## src/sv/cic_pkg.sv

```systemverilog
// shared types, codes and rotating-priority helpers for the cascaded
// interrupt controller; used by cic_ctrl and the top level
package cic_pkg;

  typedef enum logic [1:0] {
    OP_SIGNAL = 2'd0,
    OP_WRITE  = 2'd1,
    OP_READ   = 2'd2,
    OP_TICK   = 2'd3
  } cic_op_e;

  // command bytes
  localparam logic [7:0] CMD_READ_IRR  = 8'h0A;
  localparam logic [7:0] CMD_READ_ISR  = 8'h0B;
  localparam logic [7:0] CMD_EOI       = 8'h20;
  localparam logic [7:0] CMD_ROT_EOI   = 8'hA0;
  localparam logic [7:0] CMD_SPEC_EOI  = 8'h60;
  localparam logic [7:0] CMD_SET_PRIO  = 8'hC0;
  localparam logic [7:0] CMD_ROT_SPEC  = 8'hE0;
  localparam logic [7:0] CMD_GRP_MASK  = 8'hF8;

  // read modes of a command port
  localparam logic [1:0] MODE_NORMAL = 2'd0;
  localparam logic [1:0] MODE_IRR    = 2'd1;
  localparam logic [1:0] MODE_ISR    = 2'd2;

  // configuration register indexes
  localparam logic [2:0] CFG_AT_MODE     = 3'd0;
  localparam logic [2:0] CFG_IRQ2_CHAIN  = 3'd1;
  localparam logic [2:0] CFG_AT_PRIORITY = 3'd2;
  localparam logic [2:0] CFG_ENABLED     = 3'd3;
  localparam logic [2:0] CFG_PRIM_BASE   = 3'd4;
  localparam logic [2:0] CFG_SEC_BASE    = 3'd5;

  localparam logic [2:0] CASCADE_POS = 3'd2;

  // request from the top level to one controller
  typedef struct packed {
    logic [7:0] set_pend;
    logic       wr_cmd;
    logic       wr_mask;
    logic [7:0] data;
    logic       chain;
  } cic_req_t;

  // scan result and read data from one controller
  typedef struct packed {
    logic       hit_own;
    logic       hit_sub;
    logic [2:0] pos;
    logic [7:0] cmd_rd;
    logic [7:0] mask_rd;
  } cic_rsp_t;

  typedef struct packed {
    logic       hit_own;
    logic       hit_sub;
    logic [2:0] pos;
  } cic_scan_t;

  // rotating-priority scan starting one place after lowest priority
  function automatic cic_scan_t scan_prio(logic [7:0] isr, logic [7:0] pend_en,
                                          logic [2:0] lp, logic chain,
                                          logic sub_hit);
    cic_scan_t  r;
    logic [2:0] p;
    logic       done;
    r    = '0;
    p    = lp + 3'd1;
    done = 1'b0;
    for (int k = 0; k < 8; k++) begin
      if (!done) begin
        if (chain && p == CASCADE_POS) begin
          if (sub_hit) begin
            r.hit_sub = 1'b1;
            done      = 1'b1;
          end
        end else if (isr[p]) begin
          done = 1'b1;
        end else if (pend_en[p]) begin
          r.hit_own = 1'b1;
          r.pos     = p;
          done      = 1'b1;
        end
      end
      p = p + 3'd1;
    end
    return r;
  endfunction

  // nonspecific end of interrupt: clear the first in-service bit in order
  function automatic logic [7:0] eoi_clear(logic [7:0] isr, logic [2:0] lp);
    logic [7:0] r;
    logic [2:0] p;
    logic       done;
    r    = isr;
    p    = lp + 3'd1;
    done = 1'b0;
    for (int k = 0; k < 8; k++) begin
      if (!done && isr[p]) begin
        r[p] = 1'b0;
        done = 1'b1;
      end
      p = p + 3'd1;
    end
    return r;
  endfunction

endpackage

```

## src/sv/cic_ctrl.sv

```systemverilog
// one 8259-style controller: pending, in-service and mask state, command
// decode, and its rotating-priority scan; depends on cic_pkg
module cic_ctrl (
  input  logic              clk_i,
  input  logic              rst_ni,
  input  cic_pkg::cic_req_t req_i,
  input  logic              sub_hit_i,
  input  logic              take_i,
  output cic_pkg::cic_rsp_t rsp_o
);

  logic [7:0] pend_q, pend_d;
  logic [7:0] isr_q, isr_d;
  logic [7:0] en_q, en_d;
  logic [2:0] lp_q, lp_d;
  logic       lv_q, lv_d;
  logic [2:0] last_q, last_d;
  logic [7:0] stat_q, stat_d;
  logic [1:0] mode_q, mode_d;

  cic_pkg::cic_scan_t scan;
  logic [7:0]         grp;
  logic [7:0]         low_bit;
  logic [7:0]         take_bit;

  assign scan     = cic_pkg::scan_prio(isr_q, pend_q & en_q, lp_q, req_i.chain,
                                       sub_hit_i);
  assign grp      = req_i.data & cic_pkg::CMD_GRP_MASK;
  assign low_bit  = 8'd1 << req_i.data[2:0];
  assign take_bit = 8'd1 << scan.pos;

  always_comb begin
    pend_d = pend_q | req_i.set_pend;
    isr_d  = isr_q;
    en_d   = en_q;
    lp_d   = lp_q;
    lv_d   = lv_q;
    last_d = last_q;
    stat_d = stat_q;
    mode_d = mode_q;
    if (req_i.wr_mask) begin
      en_d = ~req_i.data;
    end
    if (req_i.wr_cmd) begin
      mode_d = cic_pkg::MODE_NORMAL;
      if (req_i.data == cic_pkg::CMD_READ_IRR) begin
        stat_d = pend_q;
        mode_d = cic_pkg::MODE_IRR;
      end else if (req_i.data == cic_pkg::CMD_READ_ISR) begin
        stat_d = isr_q;
        mode_d = cic_pkg::MODE_ISR;
      end else if (req_i.data == cic_pkg::CMD_EOI) begin
        isr_d = cic_pkg::eoi_clear(isr_q, lp_q);
      end else if (req_i.data == cic_pkg::CMD_ROT_EOI) begin
        if (lv_q) begin
          isr_d = cic_pkg::eoi_clear(isr_q, lp_q);
          lp_d  = last_q;
          lv_d  = 1'b0;
        end
      end else if (grp == cic_pkg::CMD_SPEC_EOI) begin
        isr_d = isr_q & ~low_bit;
      end else if (grp == cic_pkg::CMD_SET_PRIO) begin
        lp_d = req_i.data[2:0];
      end else if (grp == cic_pkg::CMD_ROT_SPEC) begin
        isr_d = isr_q & ~low_bit;
        lp_d  = req_i.data[2:0];
      end
    end
    if (take_i) begin
      isr_d  = isr_q | take_bit;
      pend_d = pend_q & ~take_bit;
      last_d = scan.pos;
      lv_d   = 1'b1;
    end
  end

  always_ff @(posedge clk_i or negedge rst_ni) begin
    if (!rst_ni) begin
      pend_q <= '0;
      isr_q  <= '0;
      en_q   <= 8'hFF;
      lp_q   <= 3'd7;
      lv_q   <= 1'b0;
      last_q <= '0;
      stat_q <= '0;
      mode_q <= cic_pkg::MODE_NORMAL;
    end else begin
      pend_q <= pend_d;
      isr_q  <= isr_d;
      en_q   <= en_d;
      lp_q   <= lp_d;
      lv_q   <= lv_d;
      last_q <= last_d;
      stat_q <= stat_d;
      mode_q <= mode_d;
    end
  end

  always_comb begin
    rsp_o.hit_own = scan.hit_own;
    rsp_o.hit_sub = scan.hit_sub;
    rsp_o.pos     = scan.pos;
    rsp_o.mask_rd = ~en_q;
    case (mode_q)
      cic_pkg::MODE_NORMAL: rsp_o.cmd_rd = stat_q;
      cic_pkg::MODE_IRR:    rsp_o.cmd_rd = pend_q;
      cic_pkg::MODE_ISR:    rsp_o.cmd_rd = isr_q;
      default:              rsp_o.cmd_rd = '0;
    endcase
  end

endmodule

```

## src/sv/cascaded_interrupt_controller_unit.sv

```systemverilog
// top level of the cascaded primary/secondary interrupt controller pair
// with config registers and output skid stage; depends on cic_pkg, cic_ctrl
//
// usage: each word on the slave stream is one operation (signal an irq,
// port write, port read or cpu tick), selected by s_axis_tuser. every word
// gives exactly one result word on the master stream: read data for port
// reads, and interrupt_taken with the vector for ticks.
// state updates and the result are computed in the cycle a word is
// accepted; the result is registered into the output or skid register.
// throughput is one word per cycle while s_axis_tready is high; the
// rotating-priority scan of both controllers is combinational.
// the output has a main register and a skid register: a word is still
// accepted while one result waits, and s_axis_tready falls only once both
// hold a result the receiver has not taken.
// the config channel is always ready; write it only while the block idles.
// reset (rst_ni low, asynchronous) restores the config defaults (at mode,
// chain, at priority, enabled, bases 8 and 112), clears pending and
// in-service bits, enables all lines and empties the output stage.
module cascaded_interrupt_controller_unit (
  input  logic        clk_i,
  input  logic        rst_ni,
  // config write channel
  input  logic        cfg_valid_i,
  output logic        cfg_ready_o,
  input  logic [2:0]  cfg_index_i,
  input  logic [7:0]  cfg_data_i,
  // input stream
  input  logic        s_axis_tvalid,
  output logic        s_axis_tready,
  input  logic [15:0] s_axis_tdata,  // irq_number[3:0], write_data[11:4],
                                     // cpu_can_interrupt[12], zero[15:13]
  input  logic [3:0]  s_axis_tuser,  // operation[1:0], port_select[3:2]
  // result stream
  output logic        m_axis_tvalid,
  input  logic        m_axis_tready,
  output logic [15:0] m_axis_tdata,  // read_data[7:0], interrupt_vector[15:8]
  output logic        m_axis_tuser   // interrupt_taken[0]
);

  typedef struct packed {
    logic [7:0] read_data;
    logic       interrupt_taken;
    logic [7:0] interrupt_vector;
  } res_t;

  logic       at_mode_q, chain_q, at_prio_q, enabled_q;
  logic [7:0] pbase_q, sbase_q;

  cic_pkg::cic_op_e  op;
  logic [3:0]        irq_number;
  logic [7:0]        write_data;
  logic              can_int;
  logic [1:0]        port_sel;
  logic              acc;
  logic              sec;
  logic              port_ok;
  logic [3:0]        irq_eff;
  logic              irq_keep;
  logic              tick_ok;
  logic              prim_take, sec_take;

  cic_pkg::cic_req_t preq, sreq;
  cic_pkg::cic_rsp_t prsp, srsp;

  res_t res;
  res_t out_q, skid_q;
  logic out_v_q, skid_v_q;
  logic take;

  assign op         = cic_pkg::cic_op_e'(s_axis_tuser[1:0]);
  assign port_sel   = s_axis_tuser[3:2];
  assign irq_number = s_axis_tdata[3:0];
  assign write_data = s_axis_tdata[11:4];
  assign can_int    = s_axis_tdata[12];

  assign cfg_ready_o   = 1'b1;
  assign s_axis_tready = !skid_v_q;
  assign acc           = s_axis_tvalid && s_axis_tready;
  assign take          = out_v_q && m_axis_tready;

  always_ff @(posedge clk_i or negedge rst_ni) begin
    if (!rst_ni) begin
      at_mode_q <= 1'b1;
      chain_q   <= 1'b1;
      at_prio_q <= 1'b1;
      enabled_q <= 1'b1;
      pbase_q   <= 8'd8;
      sbase_q   <= 8'd112;
    end else if (cfg_valid_i) begin
      case (cfg_index_i)
        cic_pkg::CFG_AT_MODE:     at_mode_q <= cfg_data_i[0];
        cic_pkg::CFG_IRQ2_CHAIN:  chain_q   <= cfg_data_i[0];
        cic_pkg::CFG_AT_PRIORITY: at_prio_q <= cfg_data_i[0];
        cic_pkg::CFG_ENABLED:     enabled_q <= cfg_data_i[0];
        cic_pkg::CFG_PRIM_BASE:   pbase_q   <= cfg_data_i;
        cic_pkg::CFG_SEC_BASE:    sbase_q   <= cfg_data_i;
        default: ;
      endcase
    end
  end

  // irq2 lands on irq9 in at mode with chain set; xt mode drops the secondary lines
  always_comb begin
    irq_eff  = irq_number;
    irq_keep = 1'b1;
    if (at_mode_q) begin
      if (chain_q && irq_number == 4'd2) begin
        irq_eff = 4'd9;
      end
    end else if (irq_number[3]) begin
      irq_keep = 1'b0;
    end
  end

  assign sec     = port_sel[1];
  assign port_ok = !sec || at_mode_q;
  assign tick_ok = acc && op == cic_pkg::OP_TICK && enabled_q && can_int;

  // primary own hit wins; else the secondary, through the cascade or after
  assign prim_take = tick_ok && prsp.hit_own;
  assign sec_take  = tick_ok && at_mode_q && srsp.hit_own && !prsp.hit_own;

  always_comb begin
    preq          = '0;
    sreq          = '0;
    if (acc && op == cic_pkg::OP_SIGNAL && irq_keep) begin
      if (irq_eff[3]) begin
        sreq.set_pend = 8'd1 << irq_eff[2:0];
      end else begin
        preq.set_pend = 8'd1 << irq_eff[2:0];
      end
    end
    preq.data     = write_data;
    sreq.data     = write_data;
    if (acc && op == cic_pkg::OP_WRITE && port_ok) begin
      if (sec) begin
        sreq.wr_cmd  = !port_sel[0];
        sreq.wr_mask = port_sel[0];
      end else begin
        preq.wr_cmd  = !port_sel[0];
        preq.wr_mask = port_sel[0];
      end
    end
    preq.chain    = at_mode_q && at_prio_q;
  end

  cic_ctrl u_prim (
    .clk_i     (clk_i),
    .rst_ni    (rst_ni),
    .req_i     (preq),
    .sub_hit_i (srsp.hit_own),
    .take_i    (prim_take),
    .rsp_o     (prsp)
  );

  cic_ctrl u_sec (
    .clk_i     (clk_i),
    .rst_ni    (rst_ni),
    .req_i     (sreq),
    .sub_hit_i (1'b0),
    .take_i    (sec_take),
    .rsp_o     (srsp)
  );

  always_comb begin
    res = '0;
    if (op == cic_pkg::OP_READ && port_ok) begin
      if (sec) begin
        res.read_data = port_sel[0] ? srsp.mask_rd : srsp.cmd_rd;
      end else begin
        res.read_data = port_sel[0] ? prsp.mask_rd : prsp.cmd_rd;
      end
    end
    if (prim_take) begin
      res.interrupt_taken  = 1'b1;
      res.interrupt_vector = pbase_q + {5'd0, prsp.pos};
    end else if (sec_take) begin
      res.interrupt_taken  = 1'b1;
      res.interrupt_vector = sbase_q + {5'd0, srsp.pos};
    end
  end

  // output register plus skid word
  always_ff @(posedge clk_i or negedge rst_ni) begin
    if (!rst_ni) begin
      out_v_q  <= 1'b0;
      skid_v_q <= 1'b0;
    end else if (take) begin
      if (skid_v_q) begin
        skid_v_q <= 1'b0;
      end else if (!acc) begin
        out_v_q <= 1'b0;
      end
    end else if (acc) begin
      if (out_v_q) begin
        skid_v_q <= 1'b1;
      end else begin
        out_v_q <= 1'b1;
      end
    end
  end

  always_ff @(posedge clk_i) begin
    if (take) begin
      if (skid_v_q) begin
        out_q <= skid_q;
      end else if (acc) begin
        out_q <= res;
      end
    end else if (acc) begin
      if (out_v_q) begin
        skid_q <= res;
      end else begin
        out_q <= res;
      end
    end
  end

  assign m_axis_tvalid = out_v_q;
  assign m_axis_tdata  = {out_q.interrupt_vector, out_q.read_data};
  assign m_axis_tuser  = out_q.interrupt_taken;

endmodule

```

## config.mk

```make
export PLATFORM = sky130hd
export DESIGN_NAME = cascaded_interrupt_controller_unit
export DESIGN_NICKNAME = d
export VERILOG_FILES = /design/src/sv/cic_pkg.sv /design/src/sv/cic_ctrl.sv /design/src/sv/cascaded_interrupt_controller_unit.sv
export SDC_FILE = /design/constraint.sdc
export NUM_CORES = 1
export LEC_CHECK = 0
export BUFFER_PORTS_ARGS = -buffer_cell sky130_fd_sc_hd__buf_2
export CAP_MARGIN = 20
export CORE_MARGIN = 1
export CORE_UTILIZATION = 45
export DETAILED_ROUTE_END_ITERATION = 10
export GPL_ROUTABILITY_DRIVEN = 0
export PLACE_DENSITY = 0.68
export SETUP_SLACK_MARGIN = 0.2
export SLEW_MARGIN = 20
export SYNTH_ARGS = -nofsm -noshare
export SYNTH_HDL_FRONTEND = slang
export SYNTH_HIERARCHICAL = 1
export SYNTH_SLANG_ARGS = --single-unit
```

## constraint.sdc

```tcl
create_clock -name clk_i -period 8.85 [get_ports clk_i]
set_input_delay 0.4425 -clock clk_i [delete_from_list [all_inputs] [get_ports clk_i]]
set_output_delay 0.4425 -clock clk_i [all_outputs]
set_load 0.005 [all_outputs]
```

; Word-level counts from Yosys, hierarchy flattened
; Index checks and enable logic that the tools add are counted.
[classes]
div_mod_pow = 0
eq_ne = 44
muxes = 662
bitwise = 66
add_sub_neg = 18
mul = 0
shift = 4
n_lt_le_gt_ge = 32
reduce_logical = 134
[ops]
columns = op, count
row1 = $mux W8, 204
row2 = $mux W1, 332
row3 = $and A8 B8 Y8, 36
row4 = $not A8 Y8, 22
row5 = $mux W3, 47
row6 = $bmux W1 S3, 32
row7 = $mux W17, 5
row8 = $mux W5, 14
row9 = $logic_and A1 B1 Y1, 68
row10 = $lt A3 B4 Y1 const B, 16
row11 = $add A3 B1 Y3 const B, 16
row12 = $demux W1 S3, 16
row13 = $ge A3 B1 Y1 const B, 16
row14 = $pmux W8 S3, 2
row15 = $logic_not A1 Y1, 32
row16 = $or A8 B8 Y8, 4
row17 = $shl A1 B3 Y8 const A, 4
row18 = $eq A3 B2 Y1 const B, 10
row19 = $mux W9, 2
row20 = $reduce_and A2 Y1, 9
row21 = $add A8 B3 Y8, 2
row22 = $eq A8 B4 Y1 const B, 2
row23 = $ne A2 B2 Y1 const B, 8
row24 = $reduce_bool A2 Y1, 8
row25 = other kinds (24), 53
[totals]
mem_bits_ro = 0
inputBits = 36
latch_bits = 0
memories = 0
mem_bits_rw = 0
reg_bits = 138
output_inout_bits = 20
wordCells = 990

; Logic depth before layout (Yosys ltp)
; Gate-level depths: netlist (run 1).
[depth]
word_depth = 74
mapped_depth = 30
ltp_nobuf = 24

; By module
; Netlist (run 1), hierarchy kept.
[modules_own_cells]
columns = mod, n_inst, seq_area_each_um2, cells_each, area_per_inst_um2
row1 = cic_ctrl (u_sec), 1, 1039.7, 541, 4495.6
row2 = cic_ctrl (u_prim), 1, 1039.7, 534, 4481.8
row3 = cascaded_interrupt_controller_unit, 1, 1581.5, 250, 3100.5

; Worst setup path before layout (run 1)
; Ideal clock, no wire load.
[synth_timing]
path_kind = register to register
startpoint = register u_sec.lp_q[0]
endpoint = register out_q (netlist bit m_axis_tdata[14]) (data pin)
required_time_ns = 8.590
n_path_buf = 5
setup_slack_ns = 2.554
synth_period_minus_slack_ns = 6.296
stages_incl_launch_ff = 30
setup_ns = 0.260
arrival_ns = 6.037
cell_sequence = dfstp_2 > buf_4 > inv_2 > buf_2 > ha_1 > buf_4 > inv_2 > mux4_2 > o221ai_1 > o32a_2 > a211oi_2 > buf_2 > a311oi_2 > nand3_1 > or2_2 > nor2_1 > o22a_4 > o211ai_4 > o311a_1 > a21o_1 > and2_1 > buf_6 > inv_2 > inv_1 > fa_1 > nor2b_1 > o2111ai_1 > xor2_1 > o22ai_1 > mux2_2
[synth_lines]
columns = item, line_no
row1 = start: declaration, cic_ctrl.sv:15  ; logic [2:0] lp_q, lp_d;
row2 = start signal: assignment, cic_ctrl.sv:91  ; lp_q <= lp_d;
row3 = end signal: assignment, cascaded_interrupt_controller_unit.sv:206  ; out_q <= skid_q;
row4 = end signal: assignment, cascaded_interrupt_controller_unit.sv:208  ; out_q <= res;
row5 = end signal: assignment, cascaded_interrupt_controller_unit.sv:214  ; out_q <= res;
row6 = end: declaration, cascaded_interrupt_controller_unit.sv:66  ; res_t out_q, skid_q;

==> metrics.md, run 1 <==
| Metric | Value |
|---|---|
| Worst hold path startpoint | m_axis_tready |
| Number of buffers between clock root and the deepest sink | 2 |
| Final total power | around 3.0 mW |
| Number of ports placed on the die boundary | 56 |
| Initial cell density of the core | between 40% and 50% |
| Post-layout worst setup margin | 1.03 ns |
| Slew Limit Headroom | between 30% and 40% |
| Crit-path slowest cell | sky130_fd_sc_hd__ha_2 |
| Sort of element at the end of the critical path | register |
| Maximum single-stage delay on the critical path | 0.76 ns |
| Switching portion of total power | 40.9% |
| Worst IR drop on VDD | 162 uV |
| Data arrival time of the critical path | 8.11 ns |
| Core area | 25900 um^2 |
| Final worst-path cycle share | 88.4% |
| Placed cell area | 12200 um^2 |
| Total internal power | 1.75 mW |
| Slew @ Worst Pin | 1.02 ns |
| Area of the multi-input gates | around 7600 um^2 |
| Routed WL per cell | between 20 and 25 um |
| Origin of the critical flop-to-flop path | u_sec/lp_q[1] |
| Fill cell instance count of the final layout | 2409 |
| Worst-path clk slew | roughly 0.060 ns |
| Count of input and output buffers | 51 |
| Areal power density over the cells | between 200 and 250 nW/um^2 |
| H-tree lvl count | 4 |
| Stages on worst setup path | 23 |
| Combined area of all synthesized cells | 11900 um^2 |
| Setup Viol. Count Final | 0 |
| Post-Route Setup TNS | 0 ns |
| Die height | 164 um |
| Ratio of routed vias to standard cells | 6.32 |
| Maximum Capacitance Violations | 0 |
| Number of buffer and inverter stages on the critical path | 3 |
| Pin count of the biggest net entering global routing | 73 |
| RSZ-0062 raised after global routing | no |
| Worst-case register-to-register setup slack | 1.03 ns |
| Clock insertion delay at the later pin of the skew report | roughly 0.43 ns |
| Clock tree from TritonCTS | done |
| Post-Synthesis Mean Instance Area | 9.20 um^2 |
| Residual DRC count | 0 |
| Proportion of power drawn by combinational gates | about 42% |
| Critical Path Source | u_sec/lp_q[1] |
| Reg2Reg Capture Point | u_prim/isr_q[3] |
| First-pass iteration count of the detailed router | 5 |
| Cell-by-cell trace of the critical path | inv_1, ha_2, mux2i_1, a22oi_1, o22ai_1, o21ai_1, a211oi_2, a311oi_2, nand3_1, nor2_1, a31o_2, a21o_1, and2_1, a31oi_1, o211ai_1, nand2_1, inv_1, inv_1, nand3_1, a21oi_1, nand2b_1, a2111oi_0, o2bb2ai_1 |
| Gr ovfl total | 0 |
| Antenna-violating nets left | 0 |
| Final non-filler cell area | 12800 um^2 |
| Cell mode on critical path | sky130_fd_sc_hd__inv_1 |
| Setup CP Type | register to register |
| Layout Area Growth over Synthesis | 8.12% |
| Leak Pwr | 5.12 nW |
| DRT iter0 DRCs | 1024 |
| Number of nets at the end of the flow | 1356 |
| Share of layout cells above drive strength 1 | approximately a fifth |
| Vias | 10400 |
| Clock Root Buffer | sky130_fd_sc_hd__clkbuf_16 |
| Die area | 27000 um^2 |
| Fraction of the core area covered by cells at the end of the flow | 49.5% |
| FF+latch area | between 3000 and 4000 um^2 |
| Max Clock Freq | around 130 MHz |
| Post-place setup slack | 0.977 ns |
| Number of synthesis warnings | 6 |
| Buffers inserted during post-CTS setup optimization | 0 |
| Crit path time final | 7.82 ns |
| Overall Global Routing Usage | 26.0% |
| Most flop-heavy register | skid_q |
| Number of sinks driven by the clock tree | about 140 |
| Worst min-delay path class | input pin to register |
| Via count of the first global-routing pass | 9674 |
| Overall routed net length | approximately 35 mm |
| Switching pwr | about 1.2 mW |
| Family of cells with the greatest summed delay on the critical path | compound AO/OA/AOI/OAI gates |
| Clock network fraction of design power | 23.1% |
| Final number of hold-violating endpoints | 0 |
| Clock tree skew after final layout | 0.00840 ns |
| Slew Limit Fails | 0 |
| Num CTS Buffers | 17 |
| Die span in x | 164 um |
| Global-route wire length before repair | 54.2 mm |
| Hold depth | 2 |
| Category of the worst setup path launch point | register |
| Number of flip-flops under the largest register name | 17 |
| Detail Placement HPWL | 25.6 mm |
| Data required, critical path | 9.14 ns |
| Run status | finished clean |
| Cells on worst reg2reg path | 23 |
| Reg power frac | roughly a third |
| Hold Path End | skid_v_q |
| Number of gates given a new drive strength after cts | 0 |
| Num rows | 59 |
| Number of antenna violations at the first check in global routing | 1 |
| Largest fanout of any net on the critical path | 31 |
| Count of mapped cells out of synthesis | 1289 |
worst max path at each step:
stage,endpoint,slack (ns)
final,u_prim/isr_q[3],1.03
after global routing,u_prim/isr_q[3],0.41
after CTS,u_prim/isr_q[3],0.93
after detailed placement,u_prim/isr_q[3],0.98
after global placement,u_sec/isr_q[6],1.07
after floorplan,m_axis_tdata[14],2.62
cell usage in the layout, fill, tap and decap left out, types with 8 or more instances in the layout:
master,n
sky130_fd_sc_hd__a211oi_1,10
sky130_fd_sc_hd__and2_4,9
sky130_fd_sc_hd__nand4b_1,8
sky130_fd_sc_hd__xnor2_1,16
sky130_fd_sc_hd__conb_1,10
sky130_fd_sc_hd__o22ai_1,23
sky130_fd_sc_hd__and3_1,8
sky130_fd_sc_hd__nor4_1,22
sky130_fd_sc_hd__inv_1,51
sky130_fd_sc_hd__dfstp_2,30
sky130_fd_sc_hd__mux2i_1,68
sky130_fd_sc_hd__a31oi_1,24
sky130_fd_sc_hd__a21o_1,14
sky130_fd_sc_hd__mux2_2,43
sky130_fd_sc_hd__a21oi_1,80
sky130_fd_sc_hd__buf_4,14
sky130_fd_sc_hd__nand2b_1,16
sky130_fd_sc_hd__nor2b_1,13
sky130_fd_sc_hd__ha_1,13
sky130_fd_sc_hd__nor2_1,96
sky130_fd_sc_hd__mux2_4,8
sky130_fd_sc_hd__nand3_1,32
sky130_fd_sc_hd__and2_1,21
sky130_fd_sc_hd__o21ai_0,73
sky130_fd_sc_hd__nand2_1,123
sky130_fd_sc_hd__xor2_1,12
sky130_fd_sc_hd__o211ai_1,12
sky130_fd_sc_hd__nand4_1,12
sky130_fd_sc_hd__o2bb2ai_1,10
sky130_fd_sc_hd__nand3b_1,11
sky130_fd_sc_hd__edfxtp_1,34
sky130_fd_sc_hd__dfrtp_1,74
sky130_fd_sc_hd__clkbuf_16,17
sky130_fd_sc_hd__buf_2,50
sky130_fd_sc_hd__mux4_2,25
sky130_fd_sc_hd__a22oi_1,8
sky130_fd_sc_hd__nor3_1,31
timing repair:
action                                  CTS  global route
endpoints found under the setup margin    0             0
hold endpoints to repair                 18             0
hold buffers                              1             0
power groups by stage:
stage	Clock, mW	Combinational (mW)	Sequential [mW]
floorplan	0	0.951	0.944
CTS	0.691	1.22	1.02
detailed placement	0	1.22	1.03
global route	0.716	1.35	1.05
finish	0.682	1.25	1.03
global placement	0	1.19	1.02
layer usage:
| metal | track usage (%) | vias to the layer above | wire length [um] |
|---|---|---|---|
| li1 | - | 4883 | - |
| met1 | 33.9 | 5089 | 15200 |
| met2 | 42.9 | 401 | 16300 |
| met3 | 3.61 | 72 | 1830 |
| met4 | 10.9 | 0 | 1180 |
| met5 | 0 | - | 0 |
worst register-to-register path: cells and delay by family (launching register included):
| kind | cells | cell delay (ns) |
|---|---|---|
| AOI/OAI and AO/OA | 12 | 3.64 |
| buffers and inverters | 3 | 0.78 |
| DFF | 1 | 0.56 |
| and+or+nand+nor | 6 | 1.46 |
| adders and majority gates | 1 | 0.76 |
| muxes | 1 | 0.48 |
stage by stage:
stage               hold WS, ns  cells
global route              0.245   1652
CTS                       0.226   1652
floorplan                 0.147   1297
finish                    0.237   1653
detailed placement        0.431   1619
global placement          0.423   1619
area by class of cell:
class	instances	area share, %
clock buffers	18	3.35
well taps	335	3.27
repair buffers	65	2.85
diodes	1	0.0195
inverters	57	1.67
clock inverters	14	1.04
multi-input cells	1025	59.2
flip-flops and latches	138	28.6
No activity file was read; power rests on OpenSTA's default activity.
==> run 2: changes to the inputs <==
--- a/config.mk
+++ b/config.mk
@@ -8,10 +8,11 @@
 export BUFFER_PORTS_ARGS = -buffer_cell sky130_fd_sc_hd__buf_2
 export CAP_MARGIN = 20
 export CORE_MARGIN = 1
-export CORE_UTILIZATION = 45
+export CORE_UTILIZATION = 55
 export DETAILED_ROUTE_END_ITERATION = 10
 export GPL_ROUTABILITY_DRIVEN = 0
-export PLACE_DENSITY = 0.68
+export MAX_ROUTING_LAYER = met4
+export PLACE_DENSITY = 0.8
 export SETUP_SLACK_MARGIN = 0.2
 export SLEW_MARGIN = 20
 export SYNTH_ARGS = -nofsm -noshare
==> metrics.md, run 2 (synthesis results as in run 1) <==
| Metric | Value |
|---|---|
| Run status | finished clean |
| Fill cell instance count of the final layout | 1761 (-27%) |
| Num rows | 53 (-10%) |
| Sort of element at the end of the critical path | register |
| Setup CP Type | register to register |
| Initial cell density of the core | 56.2% (+10 points) |
| Detail Placement HPWL | 24.7 mm (-3.6%) |
| Largest fanout of any net on the critical path | 31 (unchanged) |
| Clock tree skew after final layout | 0.00853 ns (+0.000131 ns) |
| Leak Pwr | 5.13 nW (+0.16%) |
| DRT iter0 DRCs | 1231 (+20%) |
| Vias | 10900 (+4.0%) |
| Final non-filler cell area | 12800 um^2 (-0.17%) |
| Most frequent standard cell in the layout excluding fill and tap cells | sky130_fd_sc_hd__nand2_1 |
| RSZ-0062 raised after global routing | no |
| Maximum Capacitance Violations | 0 (unchanged) |
| Crit-path slowest cell | sky130_fd_sc_hd__ha_2 |
| Overall Global Routing Usage | 32.3% (+6.3 points) |
| Critical Path Source | u_sec/lp_q[1] |
| Crit path time final | 8.00 ns (+0.178 ns) |
| Post-Route Setup TNS | 0 ns (unchanged) |
| Buffers inserted during post-CTS setup optimization | 0 (unchanged) |
| Areal power density over the cells | 237 nW/um^2 (+2.7%) |
| Die span in x | 149 um (-9.4%) |
| Core area | 21100 um^2 (-19%) |
| Number of sinks driven by the clock tree | 138 (unchanged) |
| Ratio of routed vias to standard cells | 6.82 (+8.0%) |
| Slew @ Worst Pin | 0.969 ns (-0.0495 ns) |
| Setup Viol. Count Final | 0 (unchanged) |
| FF+latch area | 3660 um^2 (unchanged) |
| Final number of hold-violating endpoints | 0 (unchanged) |
| Cell mode on critical path | sky130_fd_sc_hd__inv_1 |
| Worst IR drop on VDD | 173 uV (+6.8%) |
| Pin count of the biggest net entering global routing | 80 (+9.6%) |
| Routed WL per cell | 21.6 um (+3.2%) |
| Number of gates given a new drive strength after cts | 0 (unchanged) |
| Count of input and output buffers | 51 (unchanged) |
| Maximum single-stage delay on the critical path | 0.74 ns (-0.02 ns) |
| Number of antenna violations at the first check in global routing | 1 (unchanged) |
| Category of the worst setup path launch point | register |
| Data required, critical path | 9.13 ns (about the same) |
| Area of the multi-input gates | 7600 um^2 (+0.12%) |
| Layout Area Growth over Synthesis | 7.94% |
| Worst min-delay path class | input pin to register |
| Data arrival time of the critical path | 8.28 ns (+0.17 ns) |
| Worst hold path startpoint | m_axis_tready |
| Max Clock Freq | 125 MHz (-2.2%) |
| Overall routed net length | 34.3 mm (-0.68%) |
| Number of nets at the end of the flow | 1354 (-0.15%) |
| Number of flip-flops under the largest register name | 17 (unchanged) |
| Number of buffers between clock root and the deepest sink | 2 (unchanged) |
| Share of layout cells above drive strength 1 | 20.2% (-0.045 points) |
| First-pass iteration count of the detailed router | 8 (+3) |
| Cell-by-cell trace of the critical path | inv_1, ha_2, inv_2, mux4_2, o221ai_1, o32a_2, a211oi_2, a311oi_2, nand3_1, or2_2, nor2_1, o22a_4, o211ai_4, nand2b_1, o211ai_1, and3b_1, nand2_2, inv_1, inv_1, nand4_1, a2111oi_0, o22ai_1 |
| Clock Root Buffer | sky130_fd_sc_hd__clkbuf_16 |
| Slew Limit Headroom | 35.1% (+3.3 points) |
| Most flop-heavy register | skid_q |
| Antenna-violating nets left | 0 (unchanged) |
| Gr ovfl total | 0 (unchanged) |
| H-tree lvl count | 4 (unchanged) |
| Global-route wire length before repair | 54.1 mm (about the same) |
| Placed cell area | 12100 um^2 (-0.73%) |
| Num CTS Buffers | 17 (unchanged) |
| Most frequent cells in the layout | sky130_fd_sc_hd__nand2_1, sky130_fd_sc_hd__nor2_1, sky130_fd_sc_hd__a21oi_1 |
| Via count of the first global-routing pass | 10100 (+4.2%) |
| Final total power | 3.03 mW (+2.5%) |
| Non-filler instance count after layout | 1591 (-3.8%) |
| Die height | 149 um (-9.4%) |
| Number of placed instances, taps included | 1556 (-3.9%) |
| Clock tree from TritonCTS | done |
| Slew Limit Fails | 0 (unchanged) |
| Residual DRC count | 0 (unchanged) |
| Number of ports placed on the die boundary | 56 (unchanged) |
| Worst-path clk slew | 0.06 ns (about the same) |
| Final worst-path cycle share | 90.4% (+2.0 points) |
| Clock insertion delay at the later pin of the skew report | 0.43 ns (about the same) |
| Origin of the critical flop-to-flop path | u_sec/lp_q[1] |
| Die area | 22100 um^2 (-18%) |
[run 2: worst max-delay path: cells and delay by family, from the launching register on]
family                     cells  cell delay (ns)
AOI/OAI and AO/OA              9             2.99
and+or+nand+nor                7             2.28
buffers and inverters          4             0.84
adders and majority gates      1             0.74
DFF                            1             0.56
muxes                          1             0.42
[run 2: power by group]
part / switching, mW / internal [mW] / total (mW)
combinational: 0.754 / 0.518 / 1.27
sequential: 0.192 / 0.838 / 1.03
clock: 0.283 / 0.442 / 0.725
total: 1.23 / 1.80 / 3.03
[run 2: per-stage QoR]
stage	hold WS [ns]	utilization [%]	setup WS [ns]
5_1_grt	0.263	60.7	0.472
2_1_floorplan	0.147	-	2.62
6_report	0.249	60.7	0.850
3_5_place_dp	0.363	57.6	0.879
3_3_place_gp	0.360	57.6	0.950
4_1_cts	0.242	60.5	0.850
[run 2: repair_timing]
| action | CTS | global route |
|---|---|---|
| hold buffers | 1 | 0 |
| setup endpoints to repair | 0 | 0 |
| hold endpoints to repair | 17 | 0 |
[run 2: path summary, 6_finish.rpt]
| path | endpoint | slack, ns | cells past startpoint |
|---|---|---|---|
| setup / recovery | u_sec/isr_q[6] | 0.85 | 22 |
| hold reg to reg | u_sec/stat_q[4] | 0.49 | 2 |
| hold / removal | skid_v_q | 0.25 | 2 |
| max in group asynchronous | u_prim/en_q[0] | 7.37 | 4 |
| setup reg to reg | u_sec/isr_q[6] | 0.85 | 22 |
| min in group asynchronous | pbase_q[4] | 0.44 | 2 |
[run 2: area by class of cell]
cell class,count,share of cell area (%)
Multi-Input combinational cell,1025,59.4
Sequential cell,138,28.6
Clock buffer,17,3.33
Timing Repair Buffer,63,2.89
Tap cell,275,2.69
Inverter,57,1.67
Clock inverter,15,1.39
Antenna cell,1,0.0196
[run 2: metal layers]
layer | wire length (um) | vias up | track usage [%] | share of wire [%]
met5 | 0 | - | - | 0
met4 | 1070 | 0 | 11.8 | 3.1
met3 | 3120 | 105 | 5.32 | 9.1
met2 | 16300 | 614 | 50.4 | 47
met1 | 13900 | 5258 | 42.4 | 40
li1 | - | 4881 | - | -
==> run 3: changes to the inputs <==
--- a/config.mk
+++ b/config.mk
@@ -12,7 +12,7 @@
 export DETAILED_ROUTE_END_ITERATION = 10
 export GPL_ROUTABILITY_DRIVEN = 0
 export MAX_ROUTING_LAYER = met4
-export PLACE_DENSITY = 0.8
+export PLACE_DENSITY = 0.73
 export SETUP_SLACK_MARGIN = 0.2
 export SLEW_MARGIN = 20
 export SYNTH_ARGS = -nofsm -noshare
==> metrics.md, run 3 (synthesis results as in run 1) <==
| Metric | Value |
|---|---|
| Run status | finished with violations |
| Violated checks | design-rule violations |
| Count of input and output buffers | 51 (unchanged) |
| Die span in x | 149 um (unchanged) |
| Final number of hold-violating endpoints | 0 (unchanged) |
| Number of sinks driven by the clock tree | 138 (unchanged) |
| Die height | 149 um (unchanged) |
| Global-route wire length before repair | 54.8 mm (+1.2%) |
| Layout Area Growth over Synthesis | 7.60% |
| Leak Pwr | 5.11 nW (-0.38%) |
| Number of placed instances, taps included | 1554 (-0.13%) |
| Share of layout cells above drive strength 1 | 20.0% (-0.18 points) |
| Number of gates given a new drive strength after cts | 0 (unchanged) |
| Maximum single-stage delay on the critical path | 0.87 ns (+0.13 ns) |
| Num CTS Buffers | 17 (unchanged) |
| Initial cell density of the core | 56.2% (unchanged) |
| Overall routed net length | 34.8 mm (+1.4%) |
| Post-place setup slack | 0.878 ns (-0.000783 ns) |
| Vias | 10700 (-1.7%) |
| Antenna-violating nets left | 0 (unchanged) |
| Final total power | 3.03 mW (+0.13%) |
| Overall Global Routing Usage | 33.1% (+0.86 points) |
| Clock tree from TritonCTS | done |
| Slew @ Worst Pin | 1.06 ns (+0.0906 ns) |
| Clock Root Buffer | sky130_fd_sc_hd__clkbuf_16 |
| Pin count of the biggest net entering global routing | 66 (-18%) |
| Number of ports placed on the die boundary | 56 (unchanged) |
| DRT iter0 DRCs | 996 (-19%) |
| Final non-filler cell area | 12800 um^2 (-0.31%) |
| Area of the multi-input gates | 7600 um^2 (about the same) |
| Clock insertion delay at the later pin of the skew report | 0.43 ns (about the same) |
| Cell-by-cell trace of the critical path | buf_4, ha_1, xnor2_1, xnor2_1, or3_1, a21bo_2, a211oi_2, a311oi_2, nand3_1, nor2_1, a31o_2, a21o_1, and2_1, a31oi_1, o211ai_1, nand2_1, inv_1, inv_1, nand3_1, a21oi_1, nand2b_1, a2111oi_0, o2bb2ai_1 |
| Most frequent standard cell in the layout excluding fill and tap cells | sky130_fd_sc_hd__nand2_1 |
| Non-filler instance count after layout | 1589 (-0.13%) |
| Post-layout worst setup margin | 0.781 ns (-0.0691 ns) |
| FF+latch area | 3660 um^2 (unchanged) |
| H-tree lvl count | 4 (unchanged) |
| Core area | 21100 um^2 (unchanged) |
| Family of cells with the greatest summed delay on the critical path | compound AO/OA/AOI/OAI gates |
| Areal power density over the cells | 238 nW/um^2 (+0.44%) |
| Worst IR drop on VDD | 146 uV (-16%) |
| RSZ-0062 raised after global routing | no |
| Slew Limit Headroom | 28.8% (-6.3 points) |
| Category of the worst setup path launch point | register |
| Data arrival time of the critical path | 8.36 ns (+0.08 ns) |
| Worst-path clk slew | 0.06 ns (about the same) |
| Placed cell area | 12100 um^2 (-0.20%) |
| Ratio of routed vias to standard cells | 6.72 (-1.5%) |
| First-pass iteration count of the detailed router | 9 (+1) |
| Gr ovfl total | 0 (unchanged) |
| Crit-path slowest cell | sky130_fd_sc_hd__xnor2_1 |
| Largest fanout of any net on the critical path | 35 (+13%) |
| Num rows | 53 (unchanged) |
| Final worst-path cycle share | 91.2% (+0.78 points) |
| Number of nets at the end of the flow | 1351 (-0.22%) |
| Clock tree skew after final layout | 0.00913 ns (+0.000601 ns) |
| Number of flip-flops under the largest register name | 17 (unchanged) |
| Via count of the first global-routing pass | 9997 (-0.78%) |
| Data required, critical path | 9.14 ns (about the same) |
| Most flop-heavy register | skid_q |
| Sort of element at the end of the critical path | register |
| Worst-case register-to-register setup slack | 0.78 ns (-0.07 ns) |
| Most frequent cells in the layout | sky130_fd_sc_hd__nand2_1, sky130_fd_sc_hd__nor2_1, sky130_fd_sc_hd__a21oi_1 |
| Post-Route Setup TNS | 0 ns (unchanged) |
| Die area | 22100 um^2 (unchanged) |
| Fill cell instance count of the final layout | 1818 (+3.2%) |
| Number of buffer and inverter stages on the critical path | 3 (-1) |
| Crit path time final | 8.07 ns (+0.0691 ns) |
| Detail Placement HPWL | 25.7 mm (+4.2%) |
| Setup Viol. Count Final | 0 (unchanged) |
| Routed WL per cell | 21.9 um (+1.5%) |
| Maximum Capacitance Violations | 0 (unchanged) |
| Number of buffers between clock root and the deepest sink | 2 (unchanged) |
| Number of antenna violations at the first check in global routing | 2 (+1) |
| Slew Limit Fails | 0 (unchanged) |
| Residual DRC count | 1 (+1) |
| Worst min-delay path class | input pin to register |
| Max Clock Freq | 124 MHz (-0.86%) |
| Setup CP Type | register to register |
run 3: cell types whose count changed in the layout (fill, tap and decap cells not counted), moves of 2 or more:
cell / before / now
sky130_fd_sc_hd__inv_6: 0 / 3
sky130_fd_sc_hd__clkinv_2: 2 / 0
sky130_fd_sc_hd__buf_4: 11 / 9
sky130_fd_sc_hd__clkinv_4: 5 / 2
sky130_fd_sc_hd__clkbuf_1: 0 / 2
run 3: power by group:
part / leakage [nW] / internal, mW / switching, mW
clock network: 0.286 / 0.443 / 0.286
registers: 1.60 / 0.838 / 0.194
logic: 3.23 / 0.516 / 0.755
total: 5.11 / 1.80 / 1.23
run 3: final cells by class:
class,count,share of cell area (%)
multi-input cells,1025,59.6
flip-flops and latches,138,28.7
clock buffers,21,3.70
well taps,275,2.70
repair buffers,60,2.57
inverters,57,1.68
clock inverters,11,1.04
diodes,2,0.0392
run 3: final timing paths:
check / to / from / depth (start not counted)
worst max-delay path: u_prim/isr_q[3] / u_sec/lp_q[0] / 23
worst min-delay path: skid_v_q / m_axis_tready / 2
worst max register to register: u_prim/isr_q[3] / u_sec/lp_q[0] / 23
worst min register to register: u_prim/stat_q[6] / u_prim/stat_q[6] / 2
max in group asynchronous: u_prim/pend_q[4] / rst_ni / 3
min in group asynchronous: pbase_q[6] / rst_ni / 2
run 3: metal layers:
| layer | up-vias | global-route usage (%) | share of wire (%) |
|---|---|---|---|
| li1 | 4868 | - | - |
| met1 | 5195 | 43.9 | 43 |
| met2 | 515 | 51.5 | 47 |
| met3 | 99 | 4.16 | 6.6 |
| met4 | 0 | 13.8 | 3.8 |
| met5 | - | - | 0 |
run 3: worst register-to-register path: stages (launching register included):
cell and delay, ns:
sky130_fd_sc_hd__dfstp_2 0.37, sky130_fd_sc_hd__buf_4 0.26, sky130_fd_sc_hd__ha_1 0.35, sky130_fd_sc_hd__xnor2_1 0.87
sky130_fd_sc_hd__xnor2_1 0.32, sky130_fd_sc_hd__or3_1 0.40, sky130_fd_sc_hd__a21bo_2 0.25, sky130_fd_sc_hd__a211oi_2 0.57
sky130_fd_sc_hd__a311oi_2 0.24, sky130_fd_sc_hd__nand3_1 0.46, sky130_fd_sc_hd__nor2_1 0.13, sky130_fd_sc_hd__a31o_2 0.25
sky130_fd_sc_hd__a21o_1 0.23, sky130_fd_sc_hd__and2_1 0.23, sky130_fd_sc_hd__a31oi_1 0.29, sky130_fd_sc_hd__o211ai_1 0.39
sky130_fd_sc_hd__nand2_1 0.36, sky130_fd_sc_hd__inv_1 0.32, sky130_fd_sc_hd__inv_1 0.40, sky130_fd_sc_hd__nand3_1 0.13
sky130_fd_sc_hd__a21oi_1 0.29, sky130_fd_sc_hd__nand2b_1 0.18, sky130_fd_sc_hd__a2111oi_0 0.49, sky130_fd_sc_hd__o2bb2ai_1 0.14
run 3: metrics by stage:
step | hold WS [ns] | utilization (%)
after global placement | 0.453 | 57.5
after detailed placement | 0.453 | 57.5
final | 0.242 | 60.5
after floorplan | 0.147 | -
after global routing | 0.246 | 60.5
after CTS | 0.231 | 60.4
run 3: timing repair:
item | in CTS | in global routing
buffers inserted | 0 | 0
hold buffers | 1 | 0
endpoints found under the hold margin | 17 | 0
